$ cat config.mk
export PLATFORM = sky130hd
export DESIGN_NAME = tlpt_ctrl
export DESIGN_NICKNAME = d
export VERILOG_FILES = /design/src/rtl/core/tlpt_pkg.sv /design/src/rtl/core/tlpt_ctrl.sv
export SDC_FILE = /design/constraint.sdc
export NUM_CORES = 1
export LEC_CHECK = 0
export BUFFER_PORTS_ARGS = -buffer_cell sky130_fd_sc_hd__buf_2
export CAP_MARGIN = 0
export CORE_AREA = 2 2 39 41
export DETAILED_ROUTE_END_ITERATION = 7
export DIE_AREA = 0 0 41 43
export PLACE_DENSITY = 0.65
export SETUP_SLACK_MARGIN = 0.3
export SYNTH_ARGS = -nofsm -noshare
export SYNTH_HDL_FRONTEND = slang
export SYNTH_SLANG_ARGS = --single-unit
export TNS_END_PERCENT = 5
$ cat constraint.sdc
create_clock -name clk -period 1.4 [get_ports clk]
set_clock_uncertainty 0.05 [all_clocks]
set_input_delay 0.21 -clock clk [delete_from_list [all_inputs] [get_ports clk]]
set_output_delay 0.21 -clock clk [all_outputs]
set_load 0.02 [all_outputs]
$ cat src/rtl/core/tlpt_pkg.sv
// ============================================================================
// tlpt_pkg: shared types and constants for the two-level page table engine
// Item structs, action codes, address constants and controller commands.
// ============================================================================
package tlpt_pkg;

  localparam int DEF_TABLE_SLOTS       = 16;
  localparam int DEF_ENTRIES_PER_TABLE = 1024;
  localparam int DIR_COUNT             = 1024;
  localparam int IDX_W                 = 10;

  localparam logic [1:0] ACT_MAP   = 2'd0;
  localparam logic [1:0] ACT_UNMAP = 2'd1;
  localparam logic [1:0] ACT_QUERY = 2'd2;

  localparam logic [31:0] KSPACE_START   = 32'hC000_0000;
  localparam logic [31:0] SCRATCH_PAGE   = 32'hC03F_F000;
  localparam logic [31:0] RECURSIVE_BASE = 32'hFFC0_0000;
  localparam logic [9:0]  KERNEL_DIR     = 10'd768;

  typedef struct packed {
    logic [1:0]  action;
    logic [31:0] virt_addr;
    logic [31:0] phys_addr_in;
    logic        map_writable;
    logic        map_user;
  } in_item_t;

  typedef struct packed {
    logic        ok;
    logic [31:0] phys_addr_out;
    logic        eff_writable;
    logic        eff_user;
  } out_item_t;

  // controller -> datapath commands
  typedef struct packed {
    logic init_step;  // clear one directory entry after reset
    logic load;       // capture input item, start directory read
    logic tbl_rd;     // issue table read at item index
    logic decide;     // evaluate entry, perform write, latch result
    logic clr_step;   // clear one entry of the new table
    logic scan_step;  // read one entry of the table for empty check
    logic scan_chk;   // look at scanned entry
    logic release_t;  // free directory entry and slot
  } tlpt_cmd_t;

  // datapath -> controller status
  typedef struct packed {
    logic need_clear; // map needs a fresh table (clear sweep)
    logic need_scan;  // unmap succeeded, empty check needed
    logic cnt_last;   // sweep counter at last entry
    logic dir_last;   // sweep counter at last directory entry
    logic found;      // scanned entry was present
  } tlpt_sts_t;

endpackage

$ cat src/rtl/core/tlpt_ctrl.sv
// ============================================================================
// tlpt_ctrl: sequencer for the page table engine
// Reset sweep, then per item: lookup, optional table clear, update and scan.
// ============================================================================
module tlpt_ctrl import tlpt_pkg::*; (
  input  logic      clk,
  input  logic      rst_n,
  input  logic      in_valid,
  output logic      in_stall,
  output logic      out_valid,
  input  logic      out_stall,
  input  tlpt_sts_t sts,
  output tlpt_cmd_t cmd
);

  localparam logic [3:0] S_IDLE  = 4'd0;
  localparam logic [3:0] S_DIR   = 4'd1;
  localparam logic [3:0] S_CLR   = 4'd2;
  localparam logic [3:0] S_RD    = 4'd3;
  localparam logic [3:0] S_DEC   = 4'd4;
  localparam logic [3:0] S_SCAN  = 4'd5;
  localparam logic [3:0] S_CHK   = 4'd6;
  localparam logic [3:0] S_OUT   = 4'd7;
  localparam logic [3:0] S_INIT  = 4'd8;

  logic [3:0] state_r, state_nxt;
  logic       last_r, last_nxt;

  assign in_stall  = (state_r != S_IDLE);
  assign out_valid = (state_r == S_OUT);

  always_comb begin
    state_nxt = state_r;
    last_nxt  = last_r;
    cmd       = '0;
    case (state_r)
      S_INIT: begin  // directory clear sweep after reset
        cmd.init_step = 1'b1;
        if (sts.dir_last) state_nxt = S_IDLE;
      end
      S_IDLE: if (in_valid) begin
        cmd.load  = 1'b1;
        state_nxt = S_DIR;
      end
      S_DIR: begin
        cmd.tbl_rd = 1'b1;
        state_nxt  = S_CLR;
      end
      S_CLR: begin
        if (sts.need_clear) begin
          cmd.clr_step = 1'b1;
          if (sts.cnt_last) state_nxt = S_RD;
        end else begin
          state_nxt = S_RD;
        end
      end
      S_RD: state_nxt = S_DEC;  // registered read of the entry
      S_DEC: begin
        cmd.decide = 1'b1;
        state_nxt  = S_SCAN;
      end
      S_SCAN: begin
        if (sts.need_scan) begin
          cmd.scan_step = 1'b1;
          last_nxt  = sts.cnt_last;
          state_nxt = S_CHK;
        end else begin
          state_nxt = S_OUT;
        end
      end
      S_CHK: begin
        if (sts.found) begin
          state_nxt = S_OUT;
        end else if (last_r) begin
          cmd.release_t = 1'b1;
          state_nxt = S_OUT;
        end else begin
          cmd.scan_step = 1'b1;
          last_nxt = sts.cnt_last;
        end
      end
      S_OUT: if (!out_stall) state_nxt = S_IDLE;
      default: state_nxt = S_IDLE;
    endcase
  end

  always_ff @(posedge clk) begin
    if (!rst_n) begin
      state_r <= S_INIT;
      last_r  <= 1'b0;
    end else begin
      state_r <= state_nxt;
      last_r  <= last_nxt;
    end
  end

endmodule

Word level (Yosys, flattened, before mapping)
Index checks and enable logic that the tools add are counted.
{"block": "totals", "ff_bits": 5, "input_bits": 9, "out_inout_bits": 10, "elab_cells": 49}
{"block": "classes", "n_eq_ne": 15, "muxes": 27, "n_reduce_logical": 5}
{"op": "$pmux 4 s9", "count": 1}
{"op": "$mux 4", "count": 7}
{"op": "$mux 1", "count": 17}
{"op": "$eq 4x3->1 const B", "count": 4}
{"op": "$ne 2x2->1 const B", "count": 5}
{"op": "$eq 4x2->1 const B", "count": 2}
{"op": "$ne 3x3->1 const B", "count": 2}
{"op": "$reduce_and 5->1", "count": 1}
{"op": "$eq 4x1->1 const B", "count": 1}
{"op": "$eq 4x4->1 const B", "count": 1}
{"op": "$logic_not 4->1", "count": 1}
{"op": "$pmux 1 s2", "count": 2}
{"op": "$reduce_bool 4->1", "count": 1}
{"op": "$reduce_and 3->1", "count": 1}
{"op": "$reduce_bool 2->1", "count": 1}

Logic depth before layout (Yosys ltp)
Gate-level depths: netlist of the first run.
{"block": "depth", "depth_word": 3, "mapped_depth": 5}

Worst setup path after synthesis of the first run
OpenSTA, ideal clock, no wires.
{"block": "synth_path", "path_kind": "register to output", "from": "register state_r[3]", "to": "output port cmd[2] in the netlist's numbering", "arrival_time_ps": 1210, "required_time_ps": 1140, "setup_slack_ps": -70, "path_stages_with_launch": 5, "path_buffers": 1, "path_cell_list": "dfxtp_1 > buf_6 > nand2b_4 > or4_4 > nand2_1"}
{"item": "from (decl)", "line": "tlpt_ctrl.sv:26", "rtl": "logic [3:0] state_r, state_nxt;"}
{"item": "from (signal assigned)", "line": "tlpt_ctrl.sv:92", "rtl": "state_r <= state_nxt;"}
{"item": "to (decl)", "line": "tlpt_ctrl.sv:13", "rtl": "output tlpt_cmd_t cmd"}

==> results.sh, run 1 <==
export IMPL_run_status="complete, but fails checks"
export IMPL_violations="negative setup slack"
export IMPL_worst_endpoint_required_ps=1140
export IMPL_dpl_cell_count=87
export IMPL_ys_seq_area_share_pct=25.4
export IMPL_finalInstanceArea_sq_um=631
export IMPL_drcViolationCount=0
export IMPL_worst_hold_path_type="in2reg"
export IMPL_filler_cell_count=150
export IMPL_antenna_diode_count=0
export IMPL_io_pins=19
export IMPL_postPlaceCellArea_sq_um=515
export IMPL_die_w_um=41
export IMPL_max_cap_violations=0
export IMPL_area_growth_syn_to_fin_pct=60.0
export IMPL_routabilityCongestion=0.705
export IMPL_final_core_util_pct=45.6
export IMPL_vias=460
export IMPL_cts_clk_slew_worst_paths_ps=40
export IMPL_grt_max_degree=10
export IMPL_synthesis_area_sq_um=394
export IMPL_timing_hold_ws_ps=128
export IMPL_criticalPathCategory="reg2out"
export IMPL_timing_final_setup_violations=6
export IMPL_grt_total_usage_pct=12.8
export IMPL_port_buffers=17
export IMPL_hold_viol=0
export IMPL_grt_util_met1_pct=12.8
export IMPL_grt_pass1_vias=405
export IMPL_synthAdderAreaFrac_pct=0
export IMPL_synth_area_mux_share_pct=2.54
export IMPL_critPathSlowestCell="sky130_fd_sc_hd__or4_4"
export IMPL_postRouteWirelength_um=1080
export IMPL_numCtsBuffers=3
export IMPL_startpoint_type="register"
export IMPL_stdcell_count=92
export IMPL_yosysUniqueCellTypes=28
export IMPL_cts_sinks=5
export IMPL_yosys_area_share_simple_pct=49.8
export IMPL_full_die_area_sq_um=1760
export IMPL_critical_path_max_stage_delay_ps=500
export IMPL_global_route_wire_length_before_repair_um=1520
export IMPL_max_slew_violations=0
export IMPL_drt_vias_per_instance=5.00
export IMPL_global_route_usage_met2_pct=21.9
export IMPL_max_clock_freq_mhz=617
export IMPL_detailedRoute_firstIterationViolations=2
export IMPL_max_vdd_ir_drop_uv=397
export IMPL_main_combinational_cell_family_by_area_after_synthesis="simple AND/OR/NAND/NOR gates"
export IMPL_clock_insertion_delay_worst_skew_ps=250
export IMPL_core_region_area_sq_um=1380
export IMPL_ant_nets=0
export IMPL_ff_latch_count_synth=5
export IMPL_global_route_overflow_total=0
export IMPL_cts_max_level=1
export IMPL_wl_per_cell_um=11.8
export IMPL_post_synth_inst_count=53
export IMPL_cts_max_path_buffers=2
export IMPL_firstDrtPassIters=2
export IMPL_p_per_area_nw_per_um2=673
export IMPL_met3_usage_pct=9.42
export IMPL_crit_path_cell_trace="nand2b_4 > or4_4 > nand2_4 > buf_6"
export IMPL_critical_path_peak_fanout=2
export IMPL_global_route_peak_usage_layer="met2"
export IMPL_die_height_um=43
export IMPL_initial_cell_density_of_the_core_pct=28.5
export IMPL_ys_warn_count=0
export IMPL_fin_nets=86
export IMPL_worst_slack_ps=-221
export IMPL_leakage_uw=0.000307
export IMPL_synthXorXnorAreaFrac_pct=0
export IMPL_worstPathArrival_ps=1360
export IMPL_synth_compound_area_share_pct=13.0
export IMPL_placement_rows=14
export IMPL_final_period_utilization_pct=116
export IMPL_syn_num_nets=62
export IMPL_tritoncts="yes"
export IMPL_timing_final_crit_period_ps=1620
export IMPL_rsz_0062_raised_after_global_routing="true"
export IMPL_initial_antenna_violation_count=0
export IMPL_hpwl_um=739
export IMPL_clock_tree_root_cell="sky130_fd_sc_hd__clkbuf_4"
export IMPL_mean_syn_cell_area_sq_um=7.44
export IMPL_end_kind="output pin"
export IMPL_layout_drive_gt1_share_pct=53.9
## per-stage QoR
step | power, uW | worst slack, ps | setup TNS (ps)
CTS | 427 | -255 | -731
floorplan | 211 | -9.97 | -9.97
finish | 424 | -221 | -483
global route | 447 | -273 | -886
detailed placement | 239 | -14.4 | -14.4
global placement | 239 | -1.56 | -1.56
## kinds of logic after synthesis
group	Yosys count
AND/OR/NAND/NOR	33
other	1
AO/OA/AOI/OAI	8
buffers and inverters	5
flip-flops	5
multiplexers	1
## what timing repair did
item | CTS | global route
hold endpoints to repair | 0 | 0
endpoints found under the setup margin | 12 | 13
hold buffers | 0 | 0
pin swaps | 2 | 1
buffers inserted | 1 | 0
resized for setup | 10 | 15
## worst paths after layout
kind | start | end | slack (ps) | cells after the start
setup reg to reg | state_r[3] | state_r[1] | -30 | 5
hold reg to reg | last_r | last_r | 440 | 2
hold / removal | sts[1] | state_r[3] | 130 | 2
setup / recovery | state_r[3] | cmd[2] | -220 | 4
## cell type report
type	instances	area [sq um]	area share [%]
flip-flops and latches	5	104	16.5
well taps	16	20.0	3.17
multi-input cells	43	314	49.8
repair buffers	23	163	25.8
inverters	1	3.75	0.595
clock buffers	4	26.3	4.17
## cell usage after synthesis, drive strengths merged
cell type | instances | area (sq um)
nand2 | 7 | 26.3
dfxtp | 5 | 100
buf | 4 | 28.8
nor3 | 4 | 20.0
a21oi | 3 | 15.0
and3 | 3 | 18.8
nand2b | 3 | 26.3
nor2 | 3 | 11.3
and2 | 2 | 12.5
and2b | 2 | 16.3
nand3 | 2 | 10.0
nor2b | 2 | 12.5
o21ai | 2 | 10.0
a21boi | 1 | 7.51
conb | 1 | 3.75
inv | 1 | 3.75
mux2i | 1 | 10.0
nand4 | 1 | 6.26
nand4b | 1 | 8.76
nor3b | 1 | 7.51
o2111ai | 1 | 8.76
o211a | 1 | 10.0
or3b | 1 | 8.76
or4 | 1 | 11.3
## flip-flops by register name, indices dropped and copies added, names as in the netlist
name,flops
state_r,4
last_r,1
## worst max-delay path, delay by kind of cell (launching register included)
| family | cells | cell delay [ps] |
|---|---|---|
| buffers and inverters | 1 | 110 |
| flip-flops | 1 | 310 |
| AND/OR/NAND/NOR | 3 | 700 |
## cells in the final DEF, fill, tap and decap left out, types with 2 or more instances in the layout
master | Yosys | layout
sky130_fd_sc_hd__nand2_1 | 7 | 6
sky130_fd_sc_hd__dfxtp_2 | 0 | 3
sky130_fd_sc_hd__nand3_1 | 2 | 2
sky130_fd_sc_hd__nand2b_1 | 2 | 2
sky130_fd_sc_hd__clkbuf_4 | 0 | 3
sky130_fd_sc_hd__and2_1 | 2 | 2
sky130_fd_sc_hd__buf_6 | 1 | 4
sky130_fd_sc_hd__o21ai_0 | 2 | 2
sky130_fd_sc_hd__buf_2 | 2 | 10
sky130_fd_sc_hd__nor2b_4 | 0 | 2
sky130_fd_sc_hd__and3_1 | 3 | 3
sky130_fd_sc_hd__buf_4 | 1 | 9
sky130_fd_sc_hd__nor3_2 | 0 | 3
sky130_fd_sc_hd__a21oi_1 | 3 | 3
sky130_fd_sc_hd__dfxtp_1 | 5 | 2
## where the power goes
part,switching [uW],internal (uW)
sequential,2.40,148
combinational,54.9,46.8
clock,63.8,108
## metal layers
metal	vias up	wire (um)
li1	230	-
met1	217	441
met2	13	562
met3	0	78
met4	0	0
met5	-	0
(Power assumes the default switching activity.)
==> inputs of run 2 (changes only) <==
Settings changed: CORE_AREA 2 2 39 41 to unset, CORE_MARGIN set to 2, CORE_UTILIZATION set to 30, DIE_AREA 0 0 41 43 to unset, PLACE_DENSITY 0.65 to 0.66.
==> results.sh, run 2 (synthesis gave the netlist of run 1 again) <==
export IMPL_max_cap_violations=0
export IMPL_firstDrtPassIters=4
export IMPL_run_status="complete, but fails checks"
export IMPL_layout_drive_gt1_share_pct=52.6
export IMPL_largest_registers="state_r x4, last_r x1"
export IMPL_cts_sinks=5
export IMPL_worst_hold_path_type="in2reg"
export IMPL_p_per_area_nw_per_um2=666
export IMPL_rsz_0062_raised_after_global_routing="true"
export IMPL_mostFrequentLayoutCell="sky130_fd_sc_hd__buf_4"
export IMPL_drcViolationCount=0
export IMPL_timing_final_crit_period_ps=1630
export IMPL_cts_clk_slew_worst_paths_ps=40
export IMPL_timing_rr_end="state_r[1]"
export IMPL_routabilityCongestion=0.705
export IMPL_postRouteWirelength_um=1130
export IMPL_final_period_utilization_pct=116
export IMPL_clock_insertion_delay_worst_skew_ps=240
export IMPL_initial_cell_density_of_the_core_pct=31.1
export IMPL_end_kind="output pin"
export IMPL_die_w_um=40.2
export IMPL_initial_antenna_violation_count=0
export IMPL_critical_path_startpoint="state_r[3]"
export IMPL_largest_register_ffs=4
export IMPL_vias=448
export IMPL_filler_cell_count=128
export IMPL_ant_nets=0
export IMPL_endpoint="cmd[2]"
export IMPL_hpwl_um=760
export IMPL_wl_per_cell_um=12.4
export IMPL_max_vdd_ir_drop_uv=393
export IMPL_worst_endpoint_required_ps=1140
export IMPL_timing_hold_ws_ps=126
export IMPL_violations="negative setup slack"
export IMPL_cts_max_level=1
export IMPL_largest_register="state_r"
export IMPL_global_route_wire_length_before_repair_um=1500
export IMPL_die_height_um=40.2
export IMPL_max_clock_freq_mhz=615
export IMPL_full_die_area_sq_um=1620
export IMPL_drt_vias_per_instance=4.92
export IMPL_area_growth_syn_to_fin_pct=63.2
export IMPL_hold_viol=0
export IMPL_fin_nets=86
export IMPL_leakage_uw=0.000314
export IMPL_worstPathArrival_ps=1370
export IMPL_grt_total_usage_pct=14.7
export IMPL_r2r_cells=5
export IMPL_antenna_diode_count=0
export IMPL_timing_final_setup_violations=6
export IMPL_clock_tree_root_cell="sky130_fd_sc_hd__clkbuf_4"
export IMPL_cts_max_path_buffers=2
export IMPL_io_pins=19
export IMPL_global_route_overflow_total=0
export IMPL_tritoncts="yes"
export IMPL_r2r_start="state_r[3]"
export IMPL_core_region_area_sq_um=1270
export IMPL_r2r_slack_ps=-40
export IMPL_criticalPathCategory="reg2out"
export IMPL_stdcell_count=91
export IMPL_critical_path_peak_fanout=2
export IMPL_max_slew_violations=0
export IMPL_port_buffers=17
export IMPL_grt_max_degree=10
export IMPL_startpoint_type="register"
export IMPL_worst_slack_ps=-226
export IMPL_detailedRoute_firstIterationViolations=4
export IMPL_dpl_cell_count=86
export IMPL_grt_pass1_vias=385
export IMPL_placement_rows=13
export IMPL_cts_hold_buf=0
export IMPL_numCtsBuffers=3
export IMPL_final_cell_mix="sky130_fd_sc_hd__buf_4 (10), sky130_fd_sc_hd__buf_2 (8), sky130_fd_sc_hd__nand2_1 (6), sky130_fd_sc_hd__buf_6 (4)"
==> run 2: final cells by class <==
type | count | area [sq um] | share of cell area (%)
timing repair buffer | 23 | 175 | 27.2
clock buffer | 4 | 26.3 | 4.09
sequential | 5 | 104 | 16.1
inverter | 1 | 3.75 | 0.584
tap | 15 | 18.8 | 2.92
multi-input combinational | 43 | 315 | 49.0
==> run 2: critical path, stage by stage, from the launching register on <==
cell,delay [ps]
sky130_fd_sc_hd__dfxtp_2,310
sky130_fd_sc_hd__nand2b_4,130
sky130_fd_sc_hd__or4_4,500
sky130_fd_sc_hd__nand2_4,70
sky130_fd_sc_hd__buf_6,110
==> run 2: metal layers <==
metal | track usage [%] | vias up | share of wire, %
met1 | 14.3 | 205 | 41
li1 | - | 229 | -
met4 | 2.50 | 0 | 0
met3 | 8.33 | 0 | 4.8
met5 | 0 | - | 0
met2 | 27.0 | 14 | 54
==> run 2: how the worst min path moves through the flow <==
stage            from         end  slack [ps]  cells past startpoint
2_1_floorplan   rst_n  state_r[3]         240                      1
3_3_place_gp   sts[1]  state_r[3]         380                      2
3_5_place_dp   sts[1]  state_r[3]         390                      2
4_1_cts        sts[1]  state_r[3]         130                      2
5_1_grt        sts[1]  state_r[3]         120                      2
6_report       sts[1]  state_r[3]         130                      2
==> run 2: what timing repair did <==
| action | CTS | global route |
|---|---|---|
| buffers inserted | 1 | 0 |
| endpoints found under the setup margin | 12 | 13 |
| pin swaps | 2 | 1 |
| resized for setup | 16 | 13 |
| endpoints found under the hold margin | 0 | 0 |
==> run 2: report_power, final <==
group	total, uW	switching [uW]	internal (uW)
sequential	151	2.60	148
combinational	106	55.9	50.6
clock	171	63.1	108
==> run 2: per-stage QoR <==
stage / util (%) / setup TNS (ps) / area [sq um] / worst slack, ps / total power, uW
floorplan: - / -9.97 / 402 / -9.97 / 211
global placement: 40.5 / -1.30 / 514 / -1.30 / 239
detailed placement: 40.5 / -13.4 / 514 / -13.4 / 240
CTS: 46.8 / -694 / 594 / -258 / 428
global route: 50.7 / -963 / 643 / -277 / 454
finish: 50.7 / -515 / 643 / -226 / 428
==> inputs of run 3 (changes only) <==
Settings changed: HOLD_SLACK_MARGIN set to 0.15.
==> results.sh, run 3 (synthesis gave the netlist of run 1 again) <==
export IMPL_run_status="complete, but fails checks"
export IMPL_violations="negative setup slack"
export IMPL_worst_endpoint_required_ps=1140
export IMPL_p_per_area_nw_per_um2=659
export IMPL_r2r_start="state_r[3]"
export IMPL_global_route_wire_length_before_repair_um=1500
export IMPL_route_top_layer_used="met3"
export IMPL_routabilityCongestion=0.705
export IMPL_largest_register="state_r"
export IMPL_r2r_slack_ps=-40
export IMPL_full_die_area_sq_um=1620
export IMPL_preCtsSetupSlack_ps=-13.4
export IMPL_critical_path_startpoint="state_r[3]"
export IMPL_met3_length_um=54
export IMPL_core_region_area_sq_um=1270
export IMPL_max_slew_violations=0
export IMPL_final_cell_mix="sky130_fd_sc_hd__buf_4 (10), sky130_fd_sc_hd__buf_2 (8), sky130_fd_sc_hd__nand2_1 (6), sky130_fd_sc_hd__buf_6 (4)"
export IMPL_worst_slack_ps=-226
export IMPL_hold_viol=0
export IMPL_final_period_utilization_pct=116
export IMPL_mostFrequentLayoutCell="sky130_fd_sc_hd__buf_4"
export IMPL_layout_drive_gt1_share_pct=51.9
export IMPL_cts_sinks=5
export IMPL_vias=456
export IMPL_crit_path_cell_trace="nand2b_4 > or4_4 > nand2_4 > buf_6"
export IMPL_largest_register_ffs=4
export IMPL_max_vdd_ir_drop_uv=393
export IMPL_timing_final_setup_violations=6
export IMPL_criticalPathCategory="reg2out"
export IMPL_r2r_cells=5
export IMPL_die_w_um=40.2
export IMPL_timing_hold_worst_start="rst_n"
export IMPL_largest_registers="state_r x4, last_r x1"
export IMPL_drt_vias_per_instance=4.96
export IMPL_critical_path_peak_fanout=2
export IMPL_grt_pass1_vias=385
export IMPL_worstPathArrival_ps=1370
export IMPL_detailedRoute_firstIterationViolations=4
export IMPL_firstDrtPassIters=4
export IMPL_global_route_overflow_total=0
export IMPL_hpwl_um=760
export IMPL_end_kind="output pin"
export IMPL_io_pins=19
export IMPL_drt_met1_wl_um=468
export IMPL_wl_met2_um=611
export IMPL_placement_rows=13
export IMPL_rsz_0062_raised_after_global_routing="true"
export IMPL_initial_cell_density_of_the_core_pct=31.1
export IMPL_area_growth_syn_to_fin_pct=65.7
export IMPL_grt_max_degree=10
export IMPL_cts_max_level=1
export IMPL_max_clock_freq_mhz=615
export IMPL_initial_antenna_violation_count=0
export IMPL_critPathSlowestCell="sky130_fd_sc_hd__or4_4"
export IMPL_cts_max_path_buffers=2
export IMPL_worst_hold_path_type="in2reg"
export IMPL_port_buffers=17
export IMPL_drcViolationCount=0
export IMPL_ant_nets=0
export IMPL_startpoint_type="register"
export IMPL_clock_insertion_delay_worst_skew_ps=240
export IMPL_max_cap_violations=0
export IMPL_timing_final_crit_period_ps=1630
export IMPL_timing_rr_end="state_r[1]"
export IMPL_postRouteWirelength_um=1140
export IMPL_whs_path_depth=2
export IMPL_setup_tns_final_ps=-513
export IMPL_grt_total_usage_pct=14.7
export IMPL_cts_clk_slew_worst_paths_ps=40
export IMPL_numCtsBuffers=3
export IMPL_die_height_um=40.2
export IMPL_antenna_diode_count=0
export IMPL_worst_hold_path_endpoint="state_r[3]"
export IMPL_clock_tree_root_cell="sky130_fd_sc_hd__clkbuf_4"
export IMPL_wl_per_cell_um=12.3
export IMPL_critical_path_max_stage_delay_ps=500
export IMPL_leakage_uw=0.000318
export IMPL_tritoncts="yes"
export IMPL_fin_nets=87
==> run 3: changes by cell type in the layout (fill, tap and decap cells not counted), sizes merged <==
| cell | previous run | this run |
|---|---|---|
| dlygate4sd3 | 0 | 1 |
==> run 3: what timing repair did <==
item	in CTS	in global routing
hold endpoints to repair	1	0
resized for setup	16	13
pin swaps	2	1
setup endpoints to repair	12	13
setup buffers	1	0
hold buffers	1	0
==> run 3: worst max path at each step <==
stage | to | slack, ps | cells past startpoint
final | cmd[2] | -230 | 4
after global routing | cmd[2] | -280 | 4
after CTS | cmd[2] | -260 | 4
after detailed placement | cmd[2] | -10 | 4
after global placement | cmd[2] | -1 | 4
after floorplan | cmd[2] | -10 | 4
==> run 3: final cells by class <==
| cell class | instances | area (sq um) |
|---|---|---|
| Inverter | 1 | 3.75 |
| Fill cell | 130 | 616 |
| Clock buffer | 4 | 26.3 |
| Sequential cell | 5 | 104 |
| Multi-Input combinational cell | 43 | 315 |
| Tap cell | 15 | 18.8 |
| Timing Repair Buffer | 24 | 185 |
==> run 3: metal layers <==
metal	vias to the layer above	track usage, %
met5	-	0
met4	0	2.50
met3	0	8.33
met2	14	27.0
met1	208	14.3
li1	234	-
==> run 3: stage by stage <==
stage	total power, uW	area [sq um]	cells	hold WS, ps	utilization, %
after CTS	430	604	92	152	47.6
after floorplan	211	402	53	236	-
final	430	653	92	155	51.5
after global routing	456	653	92	153	51.5
after detailed placement	240	514	86	390	40.5
after global placement	239	514	86	382	40.5
==> run 3: where the power goes <==
group	total (uW)	switching, uW	internal (uW)
sequential	151	2.60	148
clock	171	63.0	108
combinational	109	56.2	52.4
==> run 3: worst max-delay path, delay by kind of cell (launching register included) <==
kind	cells	cell delay, ps
and+or+nand+nor	3	700
buffers and inverters	1	110
DFF	1	310
